## src/rtl/button_click_gesture_classifier_unit_defines.svh

```systemverilog
// Assertion macros for the button click gesture classifier.
`ifndef BUTTON_CLICK_GESTURE_CLASSIFIER_UNIT_DEFINES_SVH
`define BUTTON_CLICK_GESTURE_CLASSIFIER_UNIT_DEFINES_SVH

// same-cycle implication, sampled on the block clock, off during reset
`define BCGC_ASSERT_NOW(lbl, ante, cons, msg) \
   lbl: assert property (@(posedge clock) disable iff (reset) (ante) |-> (cons)) \
      else $error(msg);

// next-cycle implication, sampled on the block clock, off during reset
`define BCGC_ASSERT_NEXT(lbl, ante, cons, msg) \
   lbl: assert property (@(posedge clock) disable iff (reset) (ante) |=> (cons)) \
      else $error(msg);

`endif

```

## src/rtl/bcgc_pkg.sv

```systemverilog
// Types, constants and helpers shared by the click gesture classifier.
`default_nettype none
package bcgc_pkg;

   localparam int LED_COUNT  = 8;
   localparam int TIMER_BITS = 16;
   localparam int CSR_BITS   = 16;
   localparam int LED_BITS   = 8;   // width of the output pattern field
   localparam int CODE_BITS  = 3;
   localparam int CMP_BITS   = (TIMER_BITS > CSR_BITS) ? TIMER_BITS : CSR_BITS;

   localparam logic [CSR_BITS-1:0]   TIMEOUT_RESET = CSR_BITS'(1000);
   localparam logic [TIMER_BITS-1:0] TIMER_MAX     = {TIMER_BITS{1'b1}};
   localparam logic [LED_COUNT-1:0]  LED_MASK      = {LED_COUNT{1'b1}};
   localparam logic [LED_COUNT-1:0]  LED_LONG      = LED_COUNT'(8'h0F);
   localparam logic [LED_COUNT-1:0]  LED_SHORT_LONG = LED_COUNT'(8'h3F);
   localparam logic [LED_COUNT-1:0]  LED_OFF       = '0;

   // state codes as seen on the result port
   localparam logic [CODE_BITS-1:0] CODE_IDLE       = 3'd0;
   localparam logic [CODE_BITS-1:0] CODE_PRESSED    = 3'd1;
   localparam logic [CODE_BITS-1:0] CODE_SHORT_REL  = 3'd2;
   localparam logic [CODE_BITS-1:0] CODE_LONG_PRESS = 3'd3;
   localparam logic [CODE_BITS-1:0] CODE_LONG_REL   = 3'd4;
   localparam logic [CODE_BITS-1:0] CODE_DBL_SHORT  = 3'd5;
   localparam logic [CODE_BITS-1:0] CODE_DBL_LONG   = 3'd6;

   localparam logic [CODE_BITS-1:0] GEST_NONE = 3'd0;

   typedef enum logic [6:0] {
      ST_IDLE       = 7'b0000001,
      ST_PRESSED    = 7'b0000010,
      ST_SHORT_REL  = 7'b0000100,
      ST_LONG_PRESS = 7'b0001000,
      ST_LONG_REL   = 7'b0010000,
      ST_DBL_SHORT  = 7'b0100000,
      ST_DBL_LONG   = 7'b1000000
   } state_type;

   // action codes 1..6 double as gesture codes
   typedef enum logic [CODE_BITS-1:0] {
      ACT_NOP         = 3'd0,
      ACT_SHORT       = 3'd1,
      ACT_SHORT_SHORT = 3'd2,
      ACT_LONG        = 3'd3,
      ACT_SHORT_LONG  = 3'd4,
      ACT_LONG_SHORT  = 3'd5,
      ACT_LONG_LONG   = 3'd6,
      ACT_TSTART      = 3'd7
   } action_type;

   typedef struct packed {
      logic prs;   // press edge
      logic rls;   // release edge
      logic tmo;   // timeout
   } event_type;

   function automatic logic [CODE_BITS-1:0] state_code(input state_type s);
      logic [CODE_BITS-1:0] c;
      case (s)
         ST_IDLE:       c = CODE_IDLE;
         ST_PRESSED:    c = CODE_PRESSED;
         ST_SHORT_REL:  c = CODE_SHORT_REL;
         ST_LONG_PRESS: c = CODE_LONG_PRESS;
         ST_LONG_REL:   c = CODE_LONG_REL;
         ST_DBL_SHORT:  c = CODE_DBL_SHORT;
         ST_DBL_LONG:   c = CODE_DBL_LONG;
         default:       c = CODE_IDLE;
      endcase
      return c;
   endfunction

endpackage
`default_nettype wire

```

## src/rtl/bcgc_event.sv

```systemverilog
// Edge detection, saturating tick counter and timeout event.
`default_nettype none
module bcgc_event import bcgc_pkg::*; (
   input  wire logic                  level,
   input  wire logic                  prev_level,
   input  wire state_type             state,
   input  wire logic [TIMER_BITS-1:0] elapsed,
   input  wire logic [CSR_BITS-1:0]   timeout,
   output event_type                  ev,
   output logic [TIMER_BITS-1:0]      cnt_inc
);

   logic timed;
   logic expired;

   always_comb begin
      cnt_inc = (elapsed == TIMER_MAX) ? elapsed : elapsed + 1'b1;
      expired = CMP_BITS'(cnt_inc) >= CMP_BITS'(timeout);
      timed   = !(state == ST_IDLE || state == ST_LONG_PRESS);
      ev.prs  = level && !prev_level;
      ev.rls  = !level && prev_level;
      ev.tmo  = (level == prev_level) && timed && expired;
   end

endmodule
`default_nettype wire

```

## src/rtl/bcgc_fsm.sv

```systemverilog
// Seven-state click table and LED bar update.
`default_nettype none
module bcgc_fsm import bcgc_pkg::*; (
   input  wire state_type            state,
   input  wire event_type            ev,
   input  wire logic [LED_COUNT-1:0] led_bar,
   output state_type                 state_next,
   output logic [LED_COUNT-1:0]      led_next,
   output logic [CODE_BITS-1:0]      gesture,
   output logic                      timer_start
);

   action_type act;

   always_comb begin
      state_next = state;
      act        = ACT_NOP;
      case (state)
         ST_IDLE: begin
            if (ev.prs) begin
               state_next = ST_PRESSED;
               act        = ACT_TSTART;
            end
         end
         ST_PRESSED: begin
            if (ev.rls) begin
               state_next = ST_SHORT_REL;
               act        = ACT_TSTART;
            end else if (ev.tmo) begin
               state_next = ST_LONG_PRESS;
            end
         end
         ST_SHORT_REL: begin
            if (ev.prs) begin
               state_next = ST_DBL_SHORT;
               act        = ACT_TSTART;
            end else if (ev.tmo) begin
               state_next = ST_IDLE;
               act        = ACT_SHORT;
            end
         end
         ST_LONG_PRESS: begin
            if (ev.rls) begin
               state_next = ST_LONG_REL;
               act        = ACT_TSTART;
            end
         end
         ST_LONG_REL: begin
            if (ev.prs) begin
               state_next = ST_DBL_LONG;
               act        = ACT_TSTART;
            end else if (ev.tmo) begin
               state_next = ST_IDLE;
               act        = ACT_LONG;
            end
         end
         ST_DBL_SHORT: begin
            if (ev.rls) begin
               state_next = ST_IDLE;
               act        = ACT_SHORT_SHORT;
            end else if (ev.tmo) begin
               state_next = ST_IDLE;
               act        = ACT_SHORT_LONG;
            end
         end
         ST_DBL_LONG: begin
            if (ev.rls) begin
               state_next = ST_IDLE;
               act        = ACT_LONG_SHORT;
            end else if (ev.tmo) begin
               state_next = ST_IDLE;
               act        = ACT_LONG_LONG;
            end
         end
         default: begin
            // illegal encoding: recover to idle on any event
            if (ev.prs || ev.rls || ev.tmo) begin
               state_next = ST_IDLE;
            end
         end
      endcase
   end

   always_comb begin
      led_next = led_bar;
      case (act)
         ACT_SHORT: begin
            if (led_bar != LED_MASK) begin
               led_next = (led_bar << 1) | LED_COUNT'(1);
            end
         end
         ACT_SHORT_SHORT: led_next = led_bar >> 1;
         ACT_LONG:        led_next = LED_LONG;
         ACT_SHORT_LONG:  led_next = LED_SHORT_LONG;
         ACT_LONG_SHORT:  led_next = LED_MASK;
         ACT_LONG_LONG:   led_next = LED_OFF;
         default:         led_next = led_bar;
      endcase
   end

   assign timer_start = (act == ACT_TSTART);
   assign gesture = (act inside {[ACT_SHORT:ACT_LONG_LONG]}) ? CODE_BITS'(act) : GEST_NONE;

endmodule
`default_nettype wire

```

## src/rtl/button_click_gesture_classifier_unit.sv

```systemverilog
// Top level of the button click gesture classifier.
//
// One item per sample tick carries the sampled button level. The block keeps
// the previous level to find press and release edges, and a saturating tick
// counter that a timeout compares against csr_wr_data (reset 1000 ticks).
// A seven-state table tells short, long and the four double-click gestures
// apart; each gesture updates an LED bar. Every tick yields exactly one
// result: the LED bar, the gesture seen on that tick (0 if none) and the
// classifier state afterward. An accepted item is held in the input
// register, is classified and moves to the result register when that
// register is free. Throughput is one item per cycle while rsp_ready stays
// high; the only feedback is the update of the state, previous level,
// counter and LED bar registers. Both channels stall cleanly: the input
// register can still take an item while a result waits, and ready falls
// only when both registers are occupied and rsp_ready is low.
// csr_wr_en writes the timeout; write it only when no item is in flight.
`default_nettype none
module button_click_gesture_classifier_unit import bcgc_pkg::*; (
   input  wire logic                 clock,
   input  wire logic                 reset,
   input  wire logic                 req_valid,
   output logic                      req_ready,
   input  wire logic                 req_button_level,
   output logic                      rsp_valid,
   input  wire logic                 rsp_ready,
   output logic [LED_BITS-1:0]       rsp_led_pattern,
   output logic [CODE_BITS-1:0]      rsp_gesture,
   output logic [CODE_BITS-1:0]      rsp_click_state,
   input  wire logic                 csr_wr_en,
   input  wire logic [CSR_BITS-1:0]  csr_wr_data
);

`include "button_click_gesture_classifier_unit_defines.svh"

   // config
   logic [CSR_BITS-1:0]   timeout_ff,    timeout_in;

   // input register
   logic                  in_valid_ff,   in_valid_in;
   logic                  in_level_ff,   in_level_in;

   // classifier state
   state_type             state_ff,      state_in;
   logic                  prev_level_ff, prev_level_in;
   logic [TIMER_BITS-1:0] elapsed_ff,    elapsed_in;
   logic [LED_COUNT-1:0]  led_ff,        led_in;

   // result register
   logic                  out_valid_ff,  out_valid_in;
   logic [LED_BITS-1:0]   out_led_ff,    out_led_in;
   logic [CODE_BITS-1:0]  out_gest_ff,   out_gest_in;
   logic [CODE_BITS-1:0]  out_state_ff,  out_state_in;

   event_type             ev;
   logic [TIMER_BITS-1:0] cnt_inc;
   state_type             state_next;
   logic [LED_COUNT-1:0]  led_next;
   logic [CODE_BITS-1:0]  gesture;
   logic                  timer_start;

   logic                  out_free;
   logic                  advance;   // item moves from input to result register
   logic                  req_take;

   bcgc_event u_event (
      .level      (in_level_ff),
      .prev_level (prev_level_ff),
      .state      (state_ff),
      .elapsed    (elapsed_ff),
      .timeout    (timeout_ff),
      .ev         (ev),
      .cnt_inc    (cnt_inc)
   );

   bcgc_fsm u_fsm (
      .state       (state_ff),
      .ev          (ev),
      .led_bar     (led_ff),
      .state_next  (state_next),
      .led_next    (led_next),
      .gesture     (gesture),
      .timer_start (timer_start)
   );

   always_comb begin
      out_free  = !out_valid_ff || rsp_ready;
      advance   = in_valid_ff && out_free;
      req_ready = !in_valid_ff || advance;
      req_take  = req_valid && req_ready;

      timeout_in    = csr_wr_en ? csr_wr_data : timeout_ff;

      in_valid_in   = req_take || (in_valid_ff && !advance);
      in_level_in   = req_take ? req_button_level : in_level_ff;

      state_in      = advance ? state_next : state_ff;
      prev_level_in = advance ? in_level_ff : prev_level_ff;
      elapsed_in    = advance ? (timer_start ? '0 : cnt_inc) : elapsed_ff;
      led_in        = advance ? led_next : led_ff;

      out_valid_in  = advance || (out_valid_ff && !rsp_ready);
      out_led_in    = advance ? LED_BITS'(led_next) : out_led_ff;
      out_gest_in   = advance ? gesture : out_gest_ff;
      out_state_in  = advance ? state_code(state_next) : out_state_ff;
   end

   always_ff @(posedge clock) begin
      if (reset) begin
         timeout_ff    <= TIMEOUT_RESET;
         in_valid_ff   <= 1'b0;
         state_ff      <= ST_IDLE;
         prev_level_ff <= 1'b0;
         elapsed_ff    <= '0;
         led_ff        <= '0;
         out_valid_ff  <= 1'b0;
      end else begin
         timeout_ff    <= timeout_in;
         in_valid_ff   <= in_valid_in;
         state_ff      <= state_in;
         prev_level_ff <= prev_level_in;
         elapsed_ff    <= elapsed_in;
         led_ff        <= led_in;
         out_valid_ff  <= out_valid_in;
      end
   end

   // payload, no reset
   always_ff @(posedge clock) begin
      in_level_ff  <= in_level_in;
      out_led_ff   <= out_led_in;
      out_gest_ff  <= out_gest_in;
      out_state_ff <= out_state_in;
   end

   assign rsp_valid       = out_valid_ff;
   assign rsp_led_pattern = out_led_ff;
   assign rsp_gesture     = out_gest_ff;
   assign rsp_click_state = out_state_ff;

   // every gesture finishes the sequence back in idle
   `BCGC_ASSERT_NOW(a_gesture_ends_idle, rsp_valid && (rsp_gesture != GEST_NONE), rsp_click_state == CODE_IDLE, "gesture reported outside idle")

   // classifier state only moves with an item
   `BCGC_ASSERT_NEXT(a_state_holds, !reset && !advance, $stable(state_ff) && $stable(led_ff), "state changed without an item")

   // tick counter only climbs or restarts
   `BCGC_ASSERT_NEXT(a_counter_mono, !reset && advance, (elapsed_ff == '0) || (elapsed_ff >= $past(elapsed_ff)), "tick counter went backward")

endmodule
`default_nettype wire
```

## config.mk

```make
export PLATFORM = sky130hd
export DESIGN_NAME = button_click_gesture_classifier_unit
export DESIGN_NICKNAME = d
export VERILOG_FILES = /design/src/rtl/bcgc_pkg.sv /design/src/rtl/bcgc_event.sv /design/src/rtl/bcgc_fsm.sv /design/src/rtl/button_click_gesture_classifier_unit.sv
export VERILOG_INCLUDE_DIRS = /design/src /design/src/rtl
export SDC_FILE = /design/constraint.sdc
export NUM_CORES = 1
export LEC_CHECK = 0
export ABC_AREA = 1
export BUFFER_PORTS_ARGS = -buffer_cell sky130_fd_sc_hd__buf_2
export CAP_MARGIN = 30
export CORE_UTILIZATION = 48
export DETAILED_ROUTE_END_ITERATION = 8
export HOLD_SLACK_MARGIN = 0.03
export MAX_ROUTING_LAYER = met4
export PLACE_DENSITY = 0.67
export SYNTH_ARGS = -nofsm -noshare
export SYNTH_HDL_FRONTEND = slang
export SYNTH_SLANG_ARGS = --single-unit
export TNS_END_PERCENT = 100
```

## constraint.sdc

```tcl
create_clock -name clock -period 4.75 [get_ports clock]
set_input_delay 0.7125 -clock clock [delete_from_list [all_inputs] [get_ports clock]]
set_output_delay 0.7125 -clock clock [all_outputs]
set_load 0.05 [all_outputs]
```

## Word level (Yosys, flattened, before mapping)

Index checks and enable logic that the tools add are counted.

| operators by class | value |
|---|---|
| add/subtract/negate cells | 1 |
| multipliers | 0 |
| divide/modulo/power cells | 0 |
| $lt $le $gt $ge | 3 |
| equality and inequality tests | 23 |
| shift-type cells | 0 |
| muxes and demuxes | 26 |
| bitwise gates (word level) | 0 |
| reductions and logical operators | 25 |

Operators with widths:

| kind | count |
|---|---|
| two-way mux 7 bit | 9 |
| one-hot mux 8 bit (6 select lines) | 1 |
| one-hot mux 7 bit (6 select lines) | 1 |
| one-hot mux 3 bit (6 select lines) | 2 |
| two-way mux 16 bit | 2 |
| two-way mux 3 bit | 8 |
| adder 16 x 1 -> 16 bit, second input constant | 1 |
| == test 16 bit, second input constant | 1 |
| greater-or-equal comparator 16 bit | 1 |
| == test 7 x 2 -> 1 bit, second input constant | 2 |
| == test 7 x 3 -> 1 bit, second input constant | 2 |
| == test 7 x 4 -> 1 bit, second input constant | 2 |
| == test 7 x 5 -> 1 bit, second input constant | 2 |
| == test 7 x 6 -> 1 bit, second input constant | 2 |
| == test 7 bit, second input constant | 2 |
| == test 3 bit, second input constant | 4 |
| logical AND 1 bit | 9 |
| two-way mux 8 bit | 1 |
| inequality test 8 bit, second input constant | 1 |
| == test 7 x 1 -> 1 bit, second input constant | 1 |
| logical NOT 1 bit | 7 |
| logical OR 1 bit | 7 |
| == test 3 x 2 -> 1 bit, second input constant | 2 |
| OR reduction 2 bit | 2 |
| 6 further kinds | 6 |

| storage, ports and cells | value |
|---|---|
| register bits after elaboration | 65 |
| bits in latches | 0 |
| RAM bits | 0 |
| bits in read-only memories | 0 |
| output and inout bits | 16 |
| word-level logic and storage cells | 89 |
| memories | 0 |

## Depth between registers and ports, before layout

Gate-level depths: netlist of the first run.

| logic depth | value |
|---|---|
| depth after elaboration | 10 |
| gate-level depth with buffers | 29 |
| mapped depth without buffers | 29 |

## Cells and area by module

A second synthesis of the first run with hierarchy kept.

| second synthesis, totals | value |
|---|---|
| cells, all modules | 635 |
| area, all modules | 4,257.8 µm² |

By module, submodules not included:

| module | instances | cells an instance | area each (µm²) |
|---|---|---|---|
| button_click_gesture_classifier_unit | 1 | 320 | 2,561.2 |
| bcgc_event | 1 | 167 | 969.7 |
| bcgc_fsm | 1 | 148 | 726.9 |

## Worst setup path after synthesis of the first run

OpenSTA, ideal clock, no wires.

| timing | value |
|---|---|
| kind | flip-flop to flip-flop |
| start | register elapsed_ff[0] |
| end | register out_led_ff[6], in the netlist rsp_led_pattern[6], data pin |
| setup time | 251 ps |
| data arrival time | 3,040 ps |
| slack | 1,459 ps |
| cell stages (with the launch flop) | 24 |
| path buffers | 0 |
| clock period less this slack | 3,291 ps |
| cell sequence | dfxtp_1 > ha_1 > inv_1 > nor3_1 > nand2_1 > inv_1 > nand3_1 > or2_1 > nand2_1 > nor2_1 > xor2_1 > ha_1 > nand4_1 > nor3_1 > nand2_1 > nand2_1 > nand3_1 > nor2_4 > nor2_8 > nand2_4 > nand2_2 > or2_1 > nand2_1 > inv_1 |

| on the way | value |
|---|---|
| cells in the longest elaborated chain, start to end | 9 |
| elaborated cells on any way between the ends | 21 |
| those cells by class | add/sub: 1; order compare: 1; eq/ne: 7; mux: 11; reduce/logical: 1 |

RTL lines:

| item | RTL line | text |
|---|---|---|
| from (decl) | button_click_gesture_classifier_unit.sv:45 | `logic [TIMER_BITS-1:0] elapsed_ff, elapsed_in;` |
| from (signal assigned) | button_click_gesture_classifier_unit.sv:121 | `elapsed_ff <= elapsed_in;` |
| adder 16 x 1 -> 16 bit / == test 16 bit (equally long branches) | bcgc_event.sv:17 | `cnt_inc = (elapsed == TIMER_MAX) ? elapsed : elapsed + 1'b1;` |
| two-way mux 16 bit (*) | bcgc_event.sv:17 |  |
| greater-or-equal comparator 16 bit (*) | bcgc_event.sv:18 | `expired = CMP_BITS'(cnt_inc) >= CMP_BITS'(timeout);` |
| logical AND 1 bit (*) | bcgc_event.sv:22 | `ev.tmo = (level == prev_level) && timed && expired;` |
| two-way mux 2 bit (tied with other cells) | bcgc_fsm.sv:52 | `end else if (ev.tmo) begin` |
| two-way mux 3 bit, on equally long branches | n/a |  |
| one-hot mux 3 bit (6 select lines) (*) | bcgc_fsm.sv:18 | `case (state)` |
| == test 3 bit (tied with other cells) | bcgc_fsm.sv:86 | `case (act)` |
| one-hot mux 8 bit (6 select lines) (*) | bcgc_fsm.sv:86 |  |
| net led_next[6] | button_click_gesture_classifier_unit.sv:57 | `logic [LED_COUNT-1:0] led_next;` |
| to (signal assigned) | button_click_gesture_classifier_unit.sv:130 | `out_led_ff <= out_led_in;` |
| to (decl) | button_click_gesture_classifier_unit.sv:50 | `logic [LED_BITS-1:0] out_led_ff, out_led_in;` |

The timed path passes the listed nets; every way through them passes the cells marked *.
A chain may end at the register's enable or synchronous reset.

## Worst setup path after layout of the first run

| timing | value |
|---|---|
| start | register elapsed_ff[0] |
| end | register led_ff[1] |

| on the way | value |
|---|---|
| cells in the longest elaborated chain, start to end | 9 |
| elaborated cells on any way between the ends | 21 |
| those cells by class | add/sub: 1; order compare: 1; eq/ne: 7; mux: 11; reduce/logical: 1 |

RTL lines:

| item | RTL line | text |
|---|---|---|
| adder 16 x 1 -> 16 bit / == test 16 bit (equally long branches) | bcgc_event.sv:17 |  |
| two-way mux 16 bit (*) | bcgc_event.sv:17 |  |
| greater-or-equal comparator 16 bit (*) | bcgc_event.sv:18 |  |
| logical AND 1 bit (*) | bcgc_event.sv:22 |  |
| two-way mux 2 bit (tied with other cells) | bcgc_fsm.sv:52 |  |
| two-way mux 3 bit, on equally long branches | n/a |  |
| one-hot mux 3 bit (6 select lines) (*) | bcgc_fsm.sv:18 |  |
| == test 3 bit (tied with other cells) | bcgc_fsm.sv:86 |  |
| one-hot mux 8 bit (6 select lines) (*) | bcgc_fsm.sv:86 |  |
| to (signal assigned) | button_click_gesture_classifier_unit.sv:122 | `led_ff <= led_in;` |
| to (decl) | button_click_gesture_classifier_unit.sv:46 | `logic [LED_COUNT-1:0] led_ff, led_in;` |

Every way passes the cells marked *; elsewhere a longest branch is shown, timed or not.

==> results.md, run 1 <==
* Area contributors post-synth: dfxtp_1, edfxtp_1, nand2_1, inv_1, ha_1
* Max-cap violations at 0
* Unrepaired setup endpoints after global routing: false
* Period utilization at about 80%
* Crit Path Category: flop to flop
* Die Span Y at 90.9 microns
* Post-Syn Nets at 561
* Slew Viols, Final at 0
* CP arrival at between 4 and 5 ns
* Die width at 90.9 microns
* Hpwl dp at ~6 mm
* Input/output buffers at 37
* Top cell type by total area after synthesis: dfxtp_1
* Synth Instances at 520
* Vias per cell at 5.15
* Hold Vio Cnt, Final at 0
* Worst min-delay path category: flop to flop
* Clock Tree Root: clkbuf_8
* CTS Sinks at 65
* Register area share after synthesis at a little under two fifths
* Status: complete, no violations
* Critical path capture point: led_ff[1]
* Initial antenna violation count at 0
* Synth top area share at a little over a quarter
* Placed instance count at roughly 650
* WHS Path Cells at 2
* Skew-Pair Late Insertion Delay at 0.35 ns
* CTS-repair resized insts at 0
* Seq cells post-synth at 65
* Core area at 7690 sq um
* Cts hold-fix bufs at 0
* Power Density at between 300 and 400 nW/um^2
* DRC Markers at 0
* Crit path capture type: flop
* Worst setup SP type: flop
* Critical Path Fanout Max at 8
* Num rows at 32
* Global-route usage over all layers at 22.2%
* CTS tree: yes
* CP max stage delay at 0.39 ns
* Largest net degree at the start of global routing at 34
* # fillers at 745
* Detailed Route Iter0 Violations at between 100 and 150
* Vias in the first global route at 3,264
* Crit path from: elapsed_ff[0]
* Clk_skew at roughly 0.0092 ns
* Layout Cells excl Fill at 665
* Worst-path cell with the longest stage delay: dfxtp_1
* Setup violators final at 0
* Routed vias at ~3,400
* Die Area at between 8000 and 9000 sq um
* Cell Area, Synth at roughly 3800 sq um
* TNS Setup at 0 ns
* Post-synth EDFFs at 15
* Worst endpoint required time at roughly 5 ns
* Final #Nets at between 500 and 600
* Area growth from synthesis to layout at 12.9%
* Fmax at approximately 260 MHz
* Final Util at roughly 56%
* Synthesis Warnings at 0
* Slew margin rel. at 33.2%
* Clock Tree Buf Depth at 2
* R2r setup slk at ~0.93 ns
* First-pass GRT wire length at around 14 mm
* Most used cell, CP: nand2_1
* H-tree depth at 3
* Worst vdd ir at roughly 0.00015 V
* Routed WL at approximately 8.4 mm
* Leakage at roughly 0.0021 uW
* Crit path time final at 3.82 ns
* Syn avg cell area at ~7.3 sq um
* Final Wtd Congestion at about 0.89
* Worst slack, placed at between 0.9 and 1 ns
* Post-CTS setup repair buffer count at 0
* Ys async rst share at 0%
* RR Endpoint: led_ff[1]
* CTS Buf Count at 9
* Boundary Pins at 38
* Worst Max-Slew Pin Slew at 1.00 ns
* ANT cells at 0
* Synth unique cells at 37
* Crit Reg-Reg Startpoint: elapsed_ff[0]
* Worst-case reg-to-reg path depth at 29
* Layout cell share with drive strength beyond 1 at 14.6%
* Initial Utilization at just under 50%
* Clock transition at the registers of the reported paths at approximately 0.070 ns
* First drt pass iteration count at 5
* Routed Antenna Nets at 0
* Ys flop type: dfxtp_1
* Routed len/inst at between 10 and 15 microns
* Post-route setup slack at between 0.9 and 1 ns
* Total gr overflow at 0
per-stage QoR:
| step | hold WS (ns) | cell area [sq um] | power (uW) |
|---|---|---|---|
| 2_1_floorplan | 0.435 | 3790 | 799 |
| 3_3_place_gp | 0.454 | 4070 | 851 |
| 3_5_place_dp | 0.457 | 4070 | 853 |
| 4_1_cts | 0.468 | 4280 | 1370 |
| 5_1_grt | 0.487 | 4280 | 1420 |
| 6_report | 0.469 | 4280 | 1360 |
logic make-up (layout without fill, tap and decap cells):
| group | after synthesis | after routing | synth area share, % |
|---|---|---|---|
| DFF | 65 | 65 | 38.3 |
| adders and majority gates | 19 | 19 | 6.27 |
| and+or+nand+nor | 216 | 216 | 26.8 |
| AOI/OAI and AO/OA | 113 | 113 | 16.4 |
| xor gates and xnor gates | 12 | 12 | 2.77 |
| buffers and inverters | 95 | 138 | 9.44 |
worst max-delay path, delay by kind of cell (launching register included):
kind	cells	cell delay (ns)
AND/OR/NAND/NOR	22	2.41
AO/OA/AOI/OAI	1	0.21
adder cells (fa/ha/maj)	2	0.46
flip-flops	1	0.39
buffers and inverters	4	0.23
cells in the mapped netlist, types with 7 or more instances:
master and n:
a21oi_1 45, a22oi_1 12, clkbuf_1 11, dfxtp_1 50, edfxtp_1 15, ha_1 19
inv_1 73, inv_2 8, nand2_1 98, nand3_1 25, nand4_1 7, nor2_1 52
nor3_1 8, o21ai_0 37, o21ai_1 7, xor2_1 7
report_power, final:
part	total (uW)	internal [uW]	switching, uW	leakage (uW)
Clock	515	293	221	0.000106
Sequential	616	599	16.5	0.000557
Combinational	225	68.7	156	0.00139
layer usage:
metal  global-route usage (%)  routed length [microns]  vias to the layer above
met4                     8.60                      147                        0
met1                     25.5                     3810                     1552
met2                     39.3                     4130                       75
li1                         -                        -                     1787
met5                        -                        0                        -
met3                     3.03                      271                       11
layout make-up:
type / instances / area (sq um) / share of cell area, %
Inverter: 83 / 312 / 7.27
Timing Repair Buffer: 39 / 200 / 4.67
Clock buffer: 10 / 128 / 2.98
Tap cell: 102 / 128 / 2.98
Multi-Input combinational cell: 360 / 1980 / 46.3
Sequential cell: 65 / 1450 / 33.9
Clock inverter: 6 / 81.3 / 1.90
registers in the layout, summed over array words and instances, names as in the netlist:
name / flops
prev_level_ff: 1
in_valid_ff: 1
rsp_valid: 1
rsp_led_pattern: 8
elapsed_ff: 16
led_ff: 8
state_ff: 7
rsp_click_state: 3
timeout_ff: 16
rsp_gesture: 3
in_level_ff: 1
layout by cell type, fill, tap and decap left out, types with 9 or more instances in the layout:
cell      synthesis  layout
a21oi_1          45      45
a22oi_1          12      12
buf_2             1      37
clkbuf_8          0       9
dfxtp_1          50      50
edfxtp_1         15      15
ha_1             19      19
inv_1            73      73
nand2_1          98      98
nand3_1          25      25
nor2_1           52      52
o21ai_0          37      37
worst min-delay path by stage:
stage                           to  slack, ns           start
floorplan           timeout_ff[15]       0.44  timeout_ff[15]
CTS                      rsp_valid       0.47     in_valid_ff
global placement         rsp_valid       0.45     in_valid_ff
global route             rsp_valid       0.49     in_valid_ff
finish                   rsp_valid       0.47     in_valid_ff
detailed placement       rsp_valid       0.46     in_valid_ff
Note: power is estimated with default switching activity, not from simulation.
==> run 2: changes to the inputs <==
--- a/config.mk
+++ b/config.mk
@@ -13,7 +13,7 @@
 export DETAILED_ROUTE_END_ITERATION = 8
 export HOLD_SLACK_MARGIN = 0.03
 export MAX_ROUTING_LAYER = met4
-export PLACE_DENSITY = 0.67
+export PLACE_DENSITY = 0.7
 export SYNTH_ARGS = -nofsm -noshare
 export SYNTH_HDL_FRONTEND = slang
 export SYNTH_SLANG_ARGS = --single-unit
==> constraint.sdc (replaced) <==
create_clock -name clock -period 3.4 [get_ports clock]
set_input_delay 0.51 -clock clock [delete_from_list [all_inputs] [get_ports clock]]
set_output_delay 0.51 -clock clock [all_outputs]
set_load 0.05 [all_outputs]
==> results.md, run 2 (same netlist as run 1, synthesis figures left out) <==
* Worst vdd ir at 0.000207 V (was 0.000150 V)
* Die Area at 8260 sq um (unchanged)
* Hold Vio Cnt, Final at 0 (unchanged)
* Hpwl dp at 6.69 mm (was 6.07 mm)
* Detailed Route Iter0 Violations at 169 (was 139)
* Crit Path Category: flop to flop (unchanged)
* Slew margin rel. at 53.0% (was 33.2%)
* Core area at 7690 sq um (unchanged)
* Status: finished, violations left (was complete, no violations)
* Initial antenna violation count at 0 (unchanged)
* Vias per cell at 5.28 (was 5.15)
* Power Density at 380 nW/um^2 (was 316 nW/um^2)
* Initial Utilization at 49.3% (unchanged)
* Vias in the first global route at 3,674 (was 3,264)
* Die width at 90.9 microns (unchanged)
* Clock Tree Root: clkbuf_8 (unchanged)
* Worst Max-Slew Pin Slew at 0.703 ns (was 1.00 ns)
* TNS Setup at -0.638 ns (was 0 ns)
* Area growth from synthesis to layout at 34.9% (was 12.9%)
* Routed WL at 10.2 mm (was 8.36 mm)
* Worst-case reg-to-reg path depth at 22 (was 29)
* Crit path capture type: flop (unchanged)
* Clock transition at the registers of the reported paths at 0.08 ns (was 0.07 ns)
* Unrepaired setup endpoints after global routing: true (was false)
* Num rows at 32 (unchanged)
* Routed vias at 3,833 (was 3,425)
* ANT cells at 0 (unchanged)
* Cts hold-fix bufs at 0 (unchanged)
* Boundary Pins at 38 (unchanged)
* Routed len/inst at 14.1 microns (was 12.6 microns)
* Setup violators final at 14 (was 0)
* Global-route usage over all layers at 25.8% (was 22.2%)
* Input/output buffers at 37 (unchanged)
* H-tree depth at 3 (unchanged)
* CTS Sinks at 65 (unchanged)
* Largest net degree at the start of global routing at 34 (unchanged)
* DRC Markers at 0 (unchanged)
* Most frequent cells in the layout: nand2_1, inv_1, buf_4, dfxtp_1, nor2_1 (was nand2_1, inv_1, nor2_1, dfxtp_1, a21oi_1)
* Period utilization at 103% (was 80.3%)
* Worst min-delay path category: input port to flop (was flop to flop)
* First-pass GRT wire length at 16.6 mm (was 14.4 mm)
* Final #Nets at 660 (was 599)
* Fmax at 286 MHz (was 262 MHz)
* CP arrival at 3.61 ns (was 4.07 ns)
* Routed Antenna Nets at 0 (unchanged)
* CTS Buf Count at 9 (unchanged)
* Failing checks: negative setup slack
* Placed instance count at 681 (was 649)
* Clk_skew at 0.00786 ns (was 0.00917 ns)
* CTS tree: yes (unchanged)
* Layout cell share with drive strength beyond 1 at 34.5% (was 14.6%)
* WHS Path Cells at 1 (was 2)
* Final Wtd Congestion at 0.871 (was 0.894)
* Die Span Y at 90.9 microns (unchanged)
* Critical Path Fanout Max at 6 (was 8)
* Worst setup SP type: flop (unchanged)
* Worst endpoint required time at 3.52 ns (was 5.00 ns)
* Top flop regs: elapsed_ff: 16 flops, timeout_ff: 16 flops (unchanged)
* First drt pass iteration count at 5 (unchanged)
* Clock Tree Buf Depth at 2 (unchanged)
* Commonest non-fill, non-tap cell in the layout: nand2_1 (unchanged)
* Post-route setup slack at -0.0923 ns (was 0.934 ns)
* Skew-Pair Late Insertion Delay at 0.35 ns (about the same)
* Leakage at 0.00249 uW (was 0.00206 uW)
* Total gr overflow at 0 (unchanged)
* Crit path time final at 3.49 ns (was 3.82 ns)
* R2r setup slk at -0.09 ns (was 0.93 ns)
* Layout Cells excl Fill at 726 (was 665)
* Slew Viols, Final at 0 (unchanged)
* Max-cap violations at 0 (unchanged)
-- run 2: changes by cell type in the layout (fill, tap and decap cells not counted), moves of 6 or more --
| cell | previous run | this run |
|---|---|---|
| nand2_4 | 2 | 13 |
| buf_4 | 2 | 55 |
| nand3_1 | 25 | 16 |
| nand2_1 | 98 | 77 |
| nand2_2 | 5 | 15 |
| nand3_2 | 2 | 11 |
| o21ai_2 | 0 | 6 |
| buf_6 | 0 | 7 |
| nor2_1 | 52 | 44 |
| o21ai_0 | 37 | 30 |
-- run 2: path summary, 6_finish.rpt --
check / startpoint / end
setup / recovery: elapsed_ff[0] / rsp_led_pattern[6]
setup reg to reg: elapsed_ff[0] / rsp_led_pattern[6]
hold reg to reg: timeout_ff[4] / timeout_ff[4]
hold / removal: req_button_level / in_level_ff
-- run 2: power breakdown --
part | internal (uW) | switching, uW
combinational | 143 | 266
clock | 337 | 337
sequential | 837 | 26.0
-- run 2: per-layer routing --
metal | track usage, % | vias to the layer above | share of wire [%]
met4 | 9.26 | 0 | 1.6
met5 | - | - | 0
met1 | 29.5 | 1793 | 42
met3 | 4.88 | 17 | 4.3
li1 | - | 1909 | -
met2 | 44.9 | 114 | 52
-- run 2: layout make-up --
cell class,count,area (sq um)
sequential,65,1460
clock buffer,9,124
multi-input combinational,360,2320
fill,649,2570
tap,102,128
clock inverter,7,70.1
timing repair buffer,100,697
inverter,83,319
-- run 2: what timing repair did --
action,CTS,global route
pin swaps,34,37
buffers inserted,19,12
gates resized for setup,46,60
setup endpoints to repair,27,29
-- run 2: per-stage QoR --
stage | cell area [sq um] | worst slack (ns) | hold WS (ns) | total power, uW | utilization (%)
6_report | 5120 | -0.0923 | 0.342 | 1950 | 66.6
5_1_grt | 5120 | -0.324 | 0.324 | 2040 | 66.6
4_1_cts | 4810 | -0.0213 | 0.325 | 1900 | 62.6
3_5_place_dp | 4320 | -0.307 | 0.457 | 1210 | 56.2
3_3_place_gp | 4310 | -0.297 | 0.450 | 1200 | 56.0
2_1_floorplan | 3790 | 0.109 | 0.435 | 1120 | -
-- run 2: critical path: stages, from the launching register on --
cell	delay (ns)
dfxtp_4	0.37
ha_4	0.14
inv_4	0.04
nor3_4	0.19
nand2_2	0.09
inv_2	0.09
nand3_2	0.06
or2_4	0.27
nand2_1	0.09
xnor2_1	0.16
ha_1	0.31
a21oi_1	0.17
o21ai_1	0.11
a21oi_2	0.19
nand2_4	0.10
buf_4	0.16
nand2_4	0.08
nand3_1	0.09
nand2_2	0.11
nand2_4	0.08
or2_1	0.24
nand2_2	0.08
inv_1	0.04
